$ cat src/design/abc_pkg.sv
// ----------------------------------------------------------------------------
// abc_pkg: ambient brightness controller package
// Widths, register map, mode codes, state encoding and divider handshake types.
// ----------------------------------------------------------------------------
`default_nettype none

package abc_pkg;

	localparam int LEVEL_W  = 7;
	localparam int LIGHT_W  = 15;
	localparam int HOUR_W   = 5;
	localparam int MINUTE_W = 6;
	localparam int MOD_W    = 11;   // minute of day, also holds out of range times
	localparam int OFFS_W   = 16;
	localparam int DEN_W    = 15;
	localparam int NUM_W    = 17;   // magnitude of light_sum - light_offset
	localparam int DIFF_W   = NUM_W + 1;
	localparam int DIV_STEPS = NUM_W;
	localparam int DIV_CNT_W = $clog2(DIV_STEPS + 1);

	localparam int DATA_W = 32;
	localparam int ADDR_W = 5;
	localparam int IDX_W  = 3;

	// register map, index = paddr / 4
	localparam logic [IDX_W-1:0] REG_MODE        = 3'd0;
	localparam logic [IDX_W-1:0] REG_LIGHT_OFFS  = 3'd1;
	localparam logic [IDX_W-1:0] REG_LIGHT_DIV   = 3'd2;
	localparam logic [IDX_W-1:0] REG_MAX_LEVEL   = 3'd3;
	localparam logic [IDX_W-1:0] REG_DAY_START   = 3'd4;
	localparam logic [IDX_W-1:0] REG_NIGHT_START = 3'd5;
	localparam logic [IDX_W-1:0] REG_DAY_LEVEL   = 3'd6;
	localparam logic [IDX_W-1:0] REG_NIGHT_LEVEL = 3'd7;

	localparam logic [1:0] MODE_FIXED  = 2'd0;
	localparam logic [1:0] MODE_SENSOR = 2'd1;
	localparam logic [1:0] MODE_SCHED  = 2'd2;

	localparam logic [1:0] DL_NIGHT   = 2'd0;
	localparam logic [1:0] DL_DAY     = 2'd1;
	localparam logic [1:0] DL_UNKNOWN = 2'd2;

	localparam logic [1:0]         RST_MODE        = MODE_FIXED;
	localparam logic [OFFS_W-1:0]  RST_LIGHT_OFFS  = 16'd0;
	localparam logic [DEN_W-1:0]   RST_LIGHT_DIV   = 15'd327;
	localparam logic [LEVEL_W-1:0] RST_MAX_LEVEL   = 7'd100;
	localparam logic [MOD_W-1:0]   RST_DAY_START   = 11'd540;
	localparam logic [MOD_W-1:0]   RST_NIGHT_START = 11'd1365;
	localparam logic [LEVEL_W-1:0] RST_DAY_LEVEL   = 7'd20;
	localparam logic [LEVEL_W-1:0] RST_NIGHT_LEVEL = 7'd2;

	typedef enum logic [2:0] {
		ST_IDLE = 3'b001,
		ST_DIV  = 3'b010,
		ST_DONE = 3'b100
	} state_t;

	typedef struct packed {
		logic             start;
		logic [NUM_W-1:0] num;
		logic [DEN_W-1:0] den;
	} div_req_t;

	typedef struct packed {
		logic             done;
		logic [NUM_W-1:0] quot;
	} div_rsp_t;

endpackage

`default_nettype wire

$ cat src/design/abc_if.sv
// ----------------------------------------------------------------------------
// abc_if: ambient brightness controller channels
// Valid/ready channels for the tick word and the brightness word.
// ----------------------------------------------------------------------------
`default_nettype none

interface abc_in_if;
	logic                          valid;
	logic                          ready;
	logic [abc_pkg::LIGHT_W-1:0]   light_sum;
	logic [abc_pkg::HOUR_W-1:0]    hour;
	logic [abc_pkg::MINUTE_W-1:0]  minute;

	modport source (output valid, light_sum, hour, minute, input ready);
	modport sink   (input valid, light_sum, hour, minute, output ready);
endinterface

interface abc_out_if;
	logic                          valid;
	logic                          ready;
	logic [abc_pkg::LEVEL_W-1:0]   brightness;
	logic                          is_day;

	modport source (output valid, brightness, is_day, input ready);
	modport sink   (input valid, brightness, is_day, output ready);
endinterface

`default_nettype wire

$ cat src/design/ambient_brightness_controller.sv
// Sensor mode: the tick word starts the serial divider, which shifts in one quotient bit
// per step; the sequencer waits in DIV for done, then loads the brightness word in DONE.
// Other modes go straight to DONE. The input is ready only in IDLE, so a new tick word
// is not taken while the divider runs or while DONE waits for the output to be free.
// Reset (arst_n low, asynchronous): registers to their defaults, daylight state
// unknown, output word dropped.
// ----------------------------------------------------------------------------
// ambient_brightness_controller: display brightness from light and time of day
// Sensor level by serial division, day/night schedule, fixed level, APB config.
// ----------------------------------------------------------------------------
`default_nettype none

module ambient_brightness_controller #(
	parameter int MIN_LEVEL = 5
) (
	input  wire                        clk,
	input  wire                        arst_n,
	input  wire                        psel,
	input  wire                        penable,
	input  wire                        pwrite,
	input  wire [abc_pkg::ADDR_W-1:0]  paddr,
	input  wire [abc_pkg::DATA_W-1:0]  pwdata,
	output logic [abc_pkg::DATA_W-1:0] prdata,
	output logic                       pready,
	abc_in_if.sink                     in_ch,
	abc_out_if.source                  out_ch
);

	localparam logic [abc_pkg::NUM_W-1:0] LV_MIN = abc_pkg::NUM_W'(MIN_LEVEL);

	// configuration registers
	logic [1:0]                     mode_q;
	logic [abc_pkg::OFFS_W-1:0]     light_offs_q;
	logic [abc_pkg::DEN_W-1:0]      light_div_q;
	logic [abc_pkg::LEVEL_W-1:0]    max_level_q;
	logic [abc_pkg::MOD_W-1:0]      day_start_q;
	logic [abc_pkg::MOD_W-1:0]      night_start_q;
	logic [abc_pkg::LEVEL_W-1:0]    day_level_q;
	logic [abc_pkg::LEVEL_W-1:0]    night_level_q;

	logic                           cfg_wr;
	logic [abc_pkg::IDX_W-1:0]      cfg_idx;

	abc_pkg::state_t                state_q;
	logic [1:0]                     daylight_q;
	logic                           emit_q;
	logic                           sensor_q;
	logic                           neg_q;
	logic                           is_day_q;
	logic [abc_pkg::LEVEL_W-1:0]    level_q;

	logic                           out_valid_q;
	logic [abc_pkg::LEVEL_W-1:0]    brightness_q;
	logic                           out_is_day_q;

	logic                           in_acc;
	logic [abc_pkg::MOD_W-1:0]      now;
	logic                           day;
	logic signed [abc_pkg::DIFF_W-1:0] diff;
	logic                           diff_neg;
	logic [abc_pkg::DIFF_W-1:0]     diff_abs;
	logic                           sched_change;
	logic                           out_free;

	abc_pkg::div_req_t              div_req;
	abc_pkg::div_rsp_t              div_rsp;

	logic                           q_lt;
	logic [abc_pkg::NUM_W-1:0]      q_min;
	logic [abc_pkg::NUM_W-1:0]      q_pos;
	logic [abc_pkg::LEVEL_W-1:0]    sensor_level;
	logic [abc_pkg::LEVEL_W-1:0]    final_level;

	// ------------------------------------------------------------------ config
	assign pready  = 1'b1;
	assign cfg_wr  = psel && penable && pwrite;
	assign cfg_idx = paddr[abc_pkg::ADDR_W-1:2];

	always_ff @(posedge clk or negedge arst_n) begin
		if (!arst_n) begin
			mode_q        <= abc_pkg::RST_MODE;
			light_offs_q  <= abc_pkg::RST_LIGHT_OFFS;
			light_div_q   <= abc_pkg::RST_LIGHT_DIV;
			max_level_q   <= abc_pkg::RST_MAX_LEVEL;
			day_start_q   <= abc_pkg::RST_DAY_START;
			night_start_q <= abc_pkg::RST_NIGHT_START;
			day_level_q   <= abc_pkg::RST_DAY_LEVEL;
			night_level_q <= abc_pkg::RST_NIGHT_LEVEL;
		end else if (cfg_wr) begin
			case (cfg_idx)
				abc_pkg::REG_MODE:        mode_q        <= pwdata[1:0];
				abc_pkg::REG_LIGHT_OFFS:  light_offs_q  <= pwdata[abc_pkg::OFFS_W-1:0];
				abc_pkg::REG_LIGHT_DIV:   light_div_q   <= pwdata[abc_pkg::DEN_W-1:0];
				abc_pkg::REG_MAX_LEVEL:   max_level_q   <= pwdata[abc_pkg::LEVEL_W-1:0];
				abc_pkg::REG_DAY_START:   day_start_q   <= pwdata[abc_pkg::MOD_W-1:0];
				abc_pkg::REG_NIGHT_START: night_start_q <= pwdata[abc_pkg::MOD_W-1:0];
				abc_pkg::REG_DAY_LEVEL:   day_level_q   <= pwdata[abc_pkg::LEVEL_W-1:0];
				abc_pkg::REG_NIGHT_LEVEL: night_level_q <= pwdata[abc_pkg::LEVEL_W-1:0];
				default: ;
			endcase
		end
	end

	always_comb begin
		prdata = '0;
		case (cfg_idx)
			abc_pkg::REG_MODE:        prdata = abc_pkg::DATA_W'(mode_q);
			abc_pkg::REG_LIGHT_OFFS:  prdata = abc_pkg::DATA_W'(light_offs_q);
			abc_pkg::REG_LIGHT_DIV:   prdata = abc_pkg::DATA_W'(light_div_q);
			abc_pkg::REG_MAX_LEVEL:   prdata = abc_pkg::DATA_W'(max_level_q);
			abc_pkg::REG_DAY_START:   prdata = abc_pkg::DATA_W'(day_start_q);
			abc_pkg::REG_NIGHT_START: prdata = abc_pkg::DATA_W'(night_start_q);
			abc_pkg::REG_DAY_LEVEL:   prdata = abc_pkg::DATA_W'(day_level_q);
			abc_pkg::REG_NIGHT_LEVEL: prdata = abc_pkg::DATA_W'(night_level_q);
			default:                  prdata = '0;
		endcase
	end

	// ------------------------------------------------------------------ tick decode
	assign in_ch.ready = (state_q == abc_pkg::ST_IDLE);
	assign in_acc      = in_ch.valid && in_ch.ready;

	// hour * 60 as hour * 64 - hour * 4
	assign now = abc_pkg::MOD_W'({in_ch.hour, 6'b0}) - abc_pkg::MOD_W'({in_ch.hour, 2'b0})
	           + abc_pkg::MOD_W'(in_ch.minute);
	assign day = (now >= day_start_q) && (now < night_start_q);

	assign diff     = $signed({3'b0, in_ch.light_sum})
	                - $signed({{2{light_offs_q[abc_pkg::OFFS_W-1]}}, light_offs_q});
	assign diff_neg = diff[abc_pkg::DIFF_W-1];
	assign diff_abs = diff_neg ? -diff : diff;

	assign sched_change = (daylight_q != {1'b0, day});

	assign div_req.start = in_acc && (mode_q == abc_pkg::MODE_SENSOR);
	assign div_req.num   = diff_abs[abc_pkg::NUM_W-1:0];
	assign div_req.den   = (light_div_q == '0) ? abc_pkg::DEN_W'(1) : light_div_q;

	abc_div u_div (
		.clk    (clk),
		.arst_n (arst_n),
		.req    (div_req),
		.rsp    (div_rsp)
	);

	// ------------------------------------------------------------------ sensor clamp
	// raise to the minimum (negative quotients too), never zero, then cap
	assign q_lt  = (neg_q && (div_rsp.quot != '0)) || (div_rsp.quot < LV_MIN);
	assign q_min = q_lt ? LV_MIN : div_rsp.quot;
	assign q_pos = (q_min == '0) ? abc_pkg::NUM_W'(1) : q_min;
	assign sensor_level = (q_pos > abc_pkg::NUM_W'(max_level_q)) ? max_level_q
	                    : q_pos[abc_pkg::LEVEL_W-1:0];
	assign final_level  = sensor_q ? sensor_level : level_q;

	assign out_free = !out_valid_q || out_ch.ready;

	// ------------------------------------------------------------------ sequencer
	always_ff @(posedge clk or negedge arst_n) begin
		if (!arst_n) begin
			state_q    <= abc_pkg::ST_IDLE;
			daylight_q <= abc_pkg::DL_UNKNOWN;
			emit_q     <= 1'b0;
			sensor_q   <= 1'b0;
		end else begin
			case (state_q)
				abc_pkg::ST_IDLE: begin
					if (in_acc) begin
						sensor_q <= (mode_q == abc_pkg::MODE_SENSOR);
						if (mode_q == abc_pkg::MODE_SENSOR) begin
							emit_q  <= 1'b1;
							state_q <= abc_pkg::ST_DIV;
						end else if (mode_q == abc_pkg::MODE_SCHED) begin
							emit_q     <= sched_change;
							daylight_q <= day ? abc_pkg::DL_DAY : abc_pkg::DL_NIGHT;
							state_q    <= abc_pkg::ST_DONE;
						end else begin
							emit_q  <= 1'b1;
							state_q <= abc_pkg::ST_DONE;
						end
					end
				end
				abc_pkg::ST_DIV: begin
					if (div_rsp.done) begin
						state_q <= abc_pkg::ST_DONE;
					end
				end
				abc_pkg::ST_DONE: begin
					if (out_free || !emit_q) begin
						state_q <= abc_pkg::ST_IDLE;
					end
				end
				default: state_q <= abc_pkg::ST_IDLE;
			endcase
		end
	end

	always_ff @(posedge clk) begin
		if (in_acc) begin
			neg_q    <= diff_neg;
			is_day_q <= day;
			level_q  <= (mode_q == abc_pkg::MODE_SCHED && !day) ? night_level_q : day_level_q;
		end
	end

	// ------------------------------------------------------------------ output word
	always_ff @(posedge clk or negedge arst_n) begin
		if (!arst_n) begin
			out_valid_q <= 1'b0;
		end else if (state_q == abc_pkg::ST_DONE && emit_q && out_free) begin
			out_valid_q <= 1'b1;
		end else if (out_ch.ready) begin
			out_valid_q <= 1'b0;
		end
	end

	always_ff @(posedge clk) begin
		if (state_q == abc_pkg::ST_DONE && emit_q && out_free) begin
			brightness_q <= final_level;
			out_is_day_q <= is_day_q;
		end
	end

	assign out_ch.valid      = out_valid_q;
	assign out_ch.brightness = brightness_q;
	assign out_ch.is_day     = out_is_day_q;

endmodule

`default_nettype wire

$ cat src/design/abc_div.sv
// ----------------------------------------------------------------------------
// abc_div: restoring divider
// Unsigned divide, one quotient bit per cycle, done pulse on the last step.
// ----------------------------------------------------------------------------
`default_nettype none

module abc_div (
	input  wire                clk,
	input  wire                arst_n,
	input  abc_pkg::div_req_t  req,
	output abc_pkg::div_rsp_t  rsp
);

	logic [abc_pkg::DIV_CNT_W-1:0] cnt_q;
	logic                          done_q;
	logic [abc_pkg::DEN_W-1:0]     rem_q;
	logic [abc_pkg::DEN_W-1:0]     den_q;
	logic [abc_pkg::NUM_W-1:0]     quo_q;

	logic [abc_pkg::DEN_W:0]       trial;
	logic [abc_pkg::DEN_W:0]       diff;
	logic                          ge;

	// shift in next numerator bit, subtract when it fits
	assign trial = {rem_q, quo_q[abc_pkg::NUM_W-1]};
	assign diff  = trial - {1'b0, den_q};
	assign ge    = trial >= {1'b0, den_q};

	always_ff @(posedge clk or negedge arst_n) begin
		if (!arst_n) begin
			cnt_q  <= '0;
			done_q <= 1'b0;
		end else begin
			done_q <= 1'b0;
			if (req.start) begin
				cnt_q <= abc_pkg::DIV_CNT_W'(abc_pkg::DIV_STEPS);
			end else if (cnt_q != '0) begin
				cnt_q <= cnt_q - 1'b1;
				if (cnt_q == abc_pkg::DIV_CNT_W'(1)) begin
					done_q <= 1'b1;
				end
			end
		end
	end

	always_ff @(posedge clk) begin
		if (req.start) begin
			rem_q <= '0;
			den_q <= req.den;
			quo_q <= req.num;
		end else if (cnt_q != '0) begin
			rem_q <= ge ? diff[abc_pkg::DEN_W-1:0] : trial[abc_pkg::DEN_W-1:0];
			quo_q <= {quo_q[abc_pkg::NUM_W-2:0], ge};
		end
	end

	assign rsp.done = done_q;
	assign rsp.quot = quo_q;

endmodule

`default_nettype wire

$ cat src/flat_wrapper.sv
// flat-port wrapper written by rule: the top's interface ports become plain ports
module ambient_brightness_controller_flat 
#(
	parameter int MIN_LEVEL = 5
)
  (clk, arst_n, psel, penable, pwrite, paddr, pwdata, prdata, pready, in_ch_valid, in_ch_light_sum, in_ch_hour, in_ch_minute, in_ch_ready, out_ch_valid, out_ch_brightness, out_ch_is_day, out_ch_ready);
  abc_in_if in_ch_i ();
  abc_out_if out_ch_i ();
  input  wire clk;
  input  wire arst_n;
  input  wire psel;
  input  wire penable;
  input  wire pwrite;
  input  wire [abc_pkg::ADDR_W-1:0] paddr;
  input  wire [abc_pkg::DATA_W-1:0] pwdata;
  output logic [abc_pkg::DATA_W-1:0] prdata;
  output logic pready;
  input wire logic [$bits(in_ch_i.valid)-1:0] in_ch_valid;
  input wire logic [$bits(in_ch_i.light_sum)-1:0] in_ch_light_sum;
  input wire logic [$bits(in_ch_i.hour)-1:0] in_ch_hour;
  input wire logic [$bits(in_ch_i.minute)-1:0] in_ch_minute;
  output wire logic [$bits(in_ch_i.ready)-1:0] in_ch_ready;
  output wire logic [$bits(out_ch_i.valid)-1:0] out_ch_valid;
  output wire logic [$bits(out_ch_i.brightness)-1:0] out_ch_brightness;
  output wire logic [$bits(out_ch_i.is_day)-1:0] out_ch_is_day;
  input wire logic [$bits(out_ch_i.ready)-1:0] out_ch_ready;
  assign in_ch_i.valid = in_ch_valid;
  assign in_ch_i.light_sum = in_ch_light_sum;
  assign in_ch_i.hour = in_ch_hour;
  assign in_ch_i.minute = in_ch_minute;
  assign in_ch_ready = in_ch_i.ready;
  assign out_ch_valid = out_ch_i.valid;
  assign out_ch_brightness = out_ch_i.brightness;
  assign out_ch_is_day = out_ch_i.is_day;
  assign out_ch_i.ready = out_ch_ready;
  ambient_brightness_controller #(.MIN_LEVEL(MIN_LEVEL)) u_core (.clk(clk), .arst_n(arst_n), .psel(psel), .penable(penable), .pwrite(pwrite), .paddr(paddr), .pwdata(pwdata), .prdata(prdata), .pready(pready), .in_ch(in_ch_i), .out_ch(out_ch_i));
endmodule
$ cat config.mk
export PLATFORM = sky130hd
export DESIGN_NAME = ambient_brightness_controller_flat
export DESIGN_NICKNAME = d
export VERILOG_FILES = /design/src/design/abc_pkg.sv /design/src/design/abc_if.sv /design/src/design/ambient_brightness_controller.sv /design/src/design/abc_div.sv /design/src/flat_wrapper.sv
export SDC_FILE = /design/constraint.sdc
export NUM_CORES = 1
export LEC_CHECK = 0
export BUFFER_PORTS_ARGS = -buffer_cell sky130_fd_sc_hd__buf_2
export CORE_UTILIZATION = 50
export CTS_CLUSTER_SIZE = 40
export DETAILED_ROUTE_END_ITERATION = 7
export GPL_ROUTABILITY_DRIVEN = 0
export PLACE_DENSITY = 0.78
export SYNTH_ARGS = -nofsm -noshare
export SYNTH_HDL_FRONTEND = slang
export SYNTH_HIERARCHICAL = 1
export SYNTH_SLANG_ARGS = --single-unit
$ cat constraint.sdc
create_clock -name clk -period 4.1 [get_ports clk]
set_input_delay 0.41 -clock clk [delete_from_list [all_inputs] [get_ports clk]]
set_output_delay 0.41 -clock clk [all_outputs]
set_load 0.005 [all_outputs]
# Word-level counts from Yosys, hierarchy flattened
# Cells that the tools add are included.
[totals] input_bits=70 output_inout_bits=43 ff_bits=154
[classes] mux=25 bitwise_logic=1 addsub=6 reduce_logical=33 n_eq_ne=17 magnitude_cmp=5
[op_table] cell="32-bit case mux with 8 select lines" count=1
[op_table] cell="17-bit 2-to-1 mux" count=5
[op_table] cell="7-bit 2-to-1 mux" count=3
[op_table] cell="2-bit AND reduction" count=9
[op_table] cell="17-bit by 7-bit greater-than comparator with 1-bit output" count=1
[op_table] cell="17-bit zero test" count=1
[op_table] cell="17-bit by 3-bit < comparator with 1-bit output (second input constant)" count=1
[op_table] cell="17-bit negator" count=1
[op_table] cell="17-bit nonzero test" count=1
[op_table] cell="16-bit by 16-bit subtractor with 17-bit output" count=1
[op_table] cell="16-bit by 15-bit greater-or-equal comparator with 1-bit output" count=1
[op_table] cell="3-bit == test (second input constant)" count=5
[op_table] cell="15-bit zero test" count=1
[op_table] cell="15-bit 2-to-1 mux" count=1
[op_table] cell="15-bit subtractor" count=1
[op_table] cell="3-bit 2-to-1 mux" count=4
[op_table] cell="11-bit by 6-bit adder with 11-bit output" count=1
[op_table] cell="11-bit greater-or-equal comparator" count=1
[op_table] cell="11-bit < comparator" count=1
[op_table] cell="11-bit by 7-bit subtractor with 11-bit output" count=1
[op_table] cell="5-bit 2-to-1 mux" count=2
[op_table] cell="3-bit by 2-bit == test with 1-bit output (second input constant)" count=3
[op_table] cell="1-bit logical AND" count=9
[op_table] cell="3-bit case mux with 3 select lines" count=1
[op_table] cell="other kinds (17)" count=31

# Depth between registers and ports, before layout
[logic_depth] word_depth=9 mapped_depth=17

# Hierarchy
# The synthesis kept the hierarchy.
[modules_own_cells] mod="ambient_brightness_controller" n_inst=1 area_per_inst_um2=6989.2 cells_per_inst=742
[modules_own_cells] mod="abc_div" n_inst=1 area_per_inst_um2=3057.9 cells_per_inst=288

# Least setup slack after synthesis
# OpenSTA, ideal clock, no wires.
[synth_path] path_kind="in2reg" startpoint="input port in_ch_hour[0]" endpoint="register u_core/level_q[0] (netlist bit), data pin" t_arrival_ns=3.558 t_required_ns=3.840 slack_ns=0.282 cell_stages=17 setup_ns=0.260 cell_sequence="inv_1 > ha_1 > o21a_1 > o21a_1 > o21a_1 > o21ai_0 > nand2b_1 > nor3_1 > nand2b_1 > ha_1 > a21o_1 > a21o_1 > a21oi_1 > a21boi_0 > o21ai_0 > nand2_1 > mux2_2"
[synth_via] elab_chain_cells=7 elab_cells_between_ends=8 cone_classes="add/sub (2); order compare (2); mux (1); reduce/logical (3)"
[synth_rtl] element="start, declared" line_no="flat_wrapper.sv:20" rtl="input wire logic [$bits(in_ch_i.hour)-1:0] in_ch_hour;"
[synth_rtl] element="11-bit by 7-bit subtractor with 11-bit output (*)" line_no="ambient_brightness_controller.sv:124" rtl="assign now = abc_pkg::MOD_W'({in_ch.hour, 6'b0}) - abc_pkg::MOD_W'({in_ch.hour, 2'b0})"
[synth_rtl] element="11-bit by 6-bit adder with 11-bit output (*)" line_no="ambient_brightness_controller.sv:125" rtl="+ abc_pkg::MOD_W'(in_ch.minute);"
[synth_rtl] element="11-bit greater-or-equal comparator or 11-bit < comparator (tied branches)" line_no="ambient_brightness_controller.sv:126" rtl="assign day = (now >= day_start_q) && (now < night_start_q);"
[synth_rtl] element="1-bit logical AND (*)" line_no="ambient_brightness_controller.sv:126"
[synth_rtl] element="1-bit zero test (*)" line_no="ambient_brightness_controller.sv:201" rtl="level_q <= (mode_q == abc_pkg::MODE_SCHED && !day) ? night_level_q : day_level_q;"
[synth_rtl] element="1-bit logical AND (*)" line_no="ambient_brightness_controller.sv:201"
[synth_rtl] element="7-bit 2-to-1 mux (*)" line_no="ambient_brightness_controller.sv:201"
[synth_rtl] element="end signal, assigned" line_no="ambient_brightness_controller.sv:201"
[synth_rtl] element="end, declared" line_no="ambient_brightness_controller.sv:50" rtl="logic [abc_pkg::LEVEL_W-1:0] level_q;"
# Mark *: on every way between the ends. The rest lies on a longest branch, timed or not.
# A chain may end at the register's enable or synchronous reset.

# Final worst setup path
[layout_path] startpoint="register u_core/u_div/quo_q[16] (netlist bit)" endpoint="register u_core.brightness_q, in the netlist u_core/out_ch.brightness[5], data pin"
[layout_via] elab_chain_cells=9 elab_cells_between_ends=10 cone_classes="order compare (2); mux (4); reduce/logical (4)"
[layout_rtl] element="start, declared" line_no="abc_div.sv:18" rtl="logic [abc_pkg::NUM_W-1:0] quo_q;"
[layout_rtl] element="start signal, assigned" line_no="abc_div.sv:50" rtl="quo_q <= req.num;"
[layout_rtl] element="start signal, assigned" line_no="abc_div.sv:53" rtl="quo_q <= {quo_q[abc_pkg::NUM_W-2:0], ge};"
[layout_rtl] element="parallel branches: the longest is 3 deep, another holds 17-bit by 3-bit < comparator with 1-bit output"
[layout_rtl] element="17-bit 2-to-1 mux (*)" line_no="ambient_brightness_controller.sv:149" rtl="assign q_min = q_lt ? LV_MIN : div_rsp.quot;"
[layout_rtl] element="17-bit zero test" line_no="ambient_brightness_controller.sv:150" rtl="assign q_pos = (q_min == '0) ? abc_pkg::NUM_W'(1) : q_min;"
[layout_rtl] element="17-bit 2-to-1 mux (*)" line_no="ambient_brightness_controller.sv:150"
[layout_rtl] element="17-bit by 7-bit greater-than comparator with 1-bit output" line_no="ambient_brightness_controller.sv:151" rtl="assign sensor_level = (q_pos > abc_pkg::NUM_W'(max_level_q)) ? max_level_q"
[layout_rtl] element="7-bit 2-to-1 mux (*)" line_no="ambient_brightness_controller.sv:151"
[layout_rtl] element="7-bit 2-to-1 mux (*)" line_no="ambient_brightness_controller.sv:153" rtl="assign final_level = sensor_q ? sensor_level : level_q;"
[layout_rtl] element="named net u_core.final_level (one bit)" line_no="ambient_brightness_controller.sv:72" rtl="logic [abc_pkg::LEVEL_W-1:0] final_level;"
[layout_rtl] element="end signal, assigned" line_no="ambient_brightness_controller.sv:218" rtl="brightness_q <= final_level;"
[layout_rtl] element="end, declared" line_no="ambient_brightness_controller.sv:53" rtl="logic [abc_pkg::LEVEL_W-1:0] brightness_q;"
# Mark *: on every way through the listed nets, which the timed path passes.

==> results.yml <==
outcome:
  status: "finished clean"
timing:
  final_hold_violating_endpoints: 0
  max_slew_margin_pct: 44.9
  finalClockSkew_ns: 0.0165
  min_period_ns: 3.76
  timing.fmax_ghz: 0.266
  finalCritPeriodShare_pct: 91.6
  timing.final.setup_violations: 0
  worstMarginPinSlew_ns: 0.825
  pins_over_their_slew_limit: 0
logic_synthesis:
  synthesis.instances: 1030
  post-synth-top-area-fraction_pct: 16.7
  synth.cells.most_frequent: "sky130_fd_sc_hd__nand2_1, sky130_fd_sc_hd__inv_1, sky130_fd_sc_hd__o21ai_0"
  yosys-top-cells-area: "sky130_fd_sc_hd__dfrtp_1, sky130_fd_sc_hd__edfxtp_1, sky130_fd_sc_hd__mux2_2"
  yosys_most_used_dff: "sky130_fd_sc_hd__dfrtp_1"
  seq_area_frac_synth_pct: 40.3
  async_flop_share_pct: 58.4
  syn-mean-instance-area_um2: 9.75
  synth-xor-area-share_pct: 3.31
  synth-adder-area-share_pct: 8.74
  synth-compound-area-share_pct: 15.9
  combinational_family_with_the_most_area_after_synthesis: "compound AO/OA/AOI/OAI gates"
  muxShareOfSynthArea_pct: 10.3
  synth.most_common_cell: "sky130_fd_sc_hd__nand2_1"
  number_of_flops_mapped_to_enable_cells_by_yosys: 49
  post_synth_instance_area_um2: 10000
  synth-simple-area-share_pct: 13.9
  yosys.area.top_type: "sky130_fd_sc_hd__dfrtp_1"
  ys_types: 87
  yosys_warnings: 6
  synth-seq-cells: 154
critical_path:
  worst-r2r-cell-count: 16
  critPathArrivalTime_ns: 3.91
  critical_path.max_fanout: 7
  cp-end-kind: "flip-flop"
  regToRegEndpoint: "u_core/out_ch.brightness[5]"
  setup.worst_path.class: "reg2reg"
  timing.reg2reg.setup_slack_ns: 0.34
  regToRegStartpoint: "u_core/u_div/quo_q[16]"
  critical_path.startpoint_type: "flip-flop"
  required_ns: 4.26
layout:
  fillers: 1701
  multi_input_comb_area_um2: 5320
  number_of_non_filler_instances_in_the_completed_layout: 1365
  layout.nets: 1226
  syn_to_final_growth_pct: 10.8
  diodes: 0
  area.sequential_um2: 4050
  layout-drive-gt1-share_pct: 23.4
  layout.cell_area.non_filler_um2: 11100
die:
  number_of_i_o_pins: 113
  design.core.area_um2: 19600
  die_extent_in_x_um: 144
  die_h_um: 144
  dieArea_um2: 20700
  rows: 51
  effective_utilization_at_floorplan_pct: 51.3
clocking:
  tritoncts.num_buffers: 17
  clk_transition_reported_paths_ns: 0.07
  tritoncts: "built"
  worst_skew_pair.late_latency_ns: 0.43
  clock_sinks: 154
  clk_path_buf_depth: 2
  htree_levels: 4
  master_cell_of_the_clock_root_buffer: "sky130_fd_sc_hd__clkbuf_16"
global_routing:
  grt.met1_usage_pct: 32.1
  groute.usage.overall_pct: 23.5
  gr_layer_usage_met2_pct: 37.8
  grt_pass1_wl_um: 37100
  grt_max_degree: 58
  grt_pass1_vias: 7252
  grt_overflow_total: 0
  global_route.peak_usage_layer: "met2"
  global_route.usage.met3_pct: 3.73
  antenna_violations_before_repair: 0
run:
  timing.max_cap.violations: 0
place:
  dp_hpwl_um: 17300
  number_of_buffers_inserted_by_port_buffering: 77
  placedCellCount: 1333
  detailed_place.area_um2: 10500
drt:
  detail_route.drc_violations: 0
  detail_route.wirelength_um: 23500
  vias_per_cell: 5.68
  detailroute.via_count: 7750
  post_drt_wl_per_cell_um: 17.2
  drtAntennaViolNets: 0
  drt-initial-drc-count: 627
  detailedRoute.firstPassIterationCount: 5
power:
  power.ir.vdd_worst_mv: 0.398
  leakagePower_nw: 4.90
  power_density_nw_per_um2: 631
hold_path:
  timing.hold.worst.class: "in2async"
cells in the final DEF, fill, tap and decap left out, drive strengths merged, types with 15 or more instances in the layout:
master,instances
clkbuf,20
nor2,73
ha,67
nor3,22
a21oi,46
dfxtp,15
o21ai,81
mux2,75
nand2b,15
nand3,18
dfstp,23
nor2b,15
xnor2,33
inv,93
dfrtp,67
edfxtp,49
conb,18
nand2,92
buf,90
worst max-delay path, stage by stage (launching register included):
cell	delay [ns]
sky130_fd_sc_hd__edfxtp_1	0.46
sky130_fd_sc_hd__or4_1	0.59
sky130_fd_sc_hd__nor4_2	0.17
sky130_fd_sc_hd__buf_4	0.16
sky130_fd_sc_hd__a31o_2	0.18
sky130_fd_sc_hd__nor2_1	0.07
sky130_fd_sc_hd__ha_1	0.28
sky130_fd_sc_hd__nor2b_1	0.13
sky130_fd_sc_hd__o21a_1	0.16
sky130_fd_sc_hd__o21a_1	0.16
sky130_fd_sc_hd__o21ai_0	0.15
sky130_fd_sc_hd__nand2b_1	0.07
sky130_fd_sc_hd__a21oi_1	0.15
sky130_fd_sc_hd__o221ai_1	0.21
sky130_fd_sc_hd__buf_4	0.23
sky130_fd_sc_hd__mux2i_1	0.20
sky130_fd_sc_hd__a21oi_1	0.11
state kept, by name, summed over array words and instances (netlist names), 2 cells and up:
register and count:
u_core/day_level_q 7, u_core/day_start_q 11, u_core/daylight_q 2, u_core/level_q 7, u_core/light_div_q 15, u_core/light_offs_q 16
u_core/max_level_q 7, u_core/mode_q 2, u_core/night_level_q 7, u_core/night_start_q 11, u_core/out_ch.brightness 7, u_core/state_q 3
u_core/u_div/cnt_q 5, u_core/u_div/den_q 15, u_core/u_div/quo_q 17, u_core/u_div/rem_q 15
cells by family after synthesis:
group	Yosys count
buf+inv	157
compound gates	236
simple gates	286
other cells	2
fa+ha+maj	69
xor+xnor	38
flops	154
mux	88
final cells by class:
type                            instances  share of cell area [%]
Clock buffer                           20                    4.20
Clock inverter                         12                    1.23
Inverter                               89                    3.00
Multi-Input combinational cell        735                    47.8
Sequential cell                       154                    36.4
Tap cell                              265                    2.98
Timing Repair Buffer                   90                    4.36
stage by stage:
stage               utilization, %  setup TNS (ns)  power [mW]  hold WS [ns]  worst slack [ns]
floorplan                        -               0        4.74         0.114             0.282
global placement              53.7         -0.0367        5.28         0.402          -0.00607
detailed placement            53.7           -1.03        5.39         0.422            -0.154
CTS                           56.8               0        7.02        0.0741             0.203
global route                  56.8         -0.0304        7.49         0.106           -0.0259
finish                        56.8               0        7.03        0.0491             0.342
worst max-delay path by stage:
stage | end | start | cells past startpoint
after floorplan | u_core/level_q[0] | in_ch_hour[0] | 17
after global placement | u_core/level_q[6] | in_ch_hour[0] | 20
after detailed placement | u_core/level_q[3] | in_ch_hour[0] | 20
after CTS | u_core/out_ch.brightness[5] | u_core/u_div/quo_q[16] | 16
after global routing | u_core/out_ch.brightness[5] | u_core/u_div/quo_q[16] | 16
final | u_core/out_ch.brightness[5] | u_core/u_div/quo_q[16] | 16
report_power, final:
| group | switching (mW) | internal (mW) |
|---|---|---|
| Combinational | 1.60 | 1.32 |
| Sequential | 0.370 | 2.13 |
| Clock | 0.653 | 0.956 |
| Total | 2.62 | 4.41 |
per-layer routing:
layer	vias to the layer above	part of all wire, %
li1	3744	-
met1	3725	45
met2	242	47
met3	39	4.9
met4	0	2.6
met5	-	0
repair_timing:
| action | in CTS | in global routing |
|---|---|---|
| buffers inserted | 0 | 0 |
| setup endpoints to repair | 0 | 10 |
| resized for setup | 0 | 2 |
| hold buffers | 0 | 0 |
(Power assumes the default switching activity.)
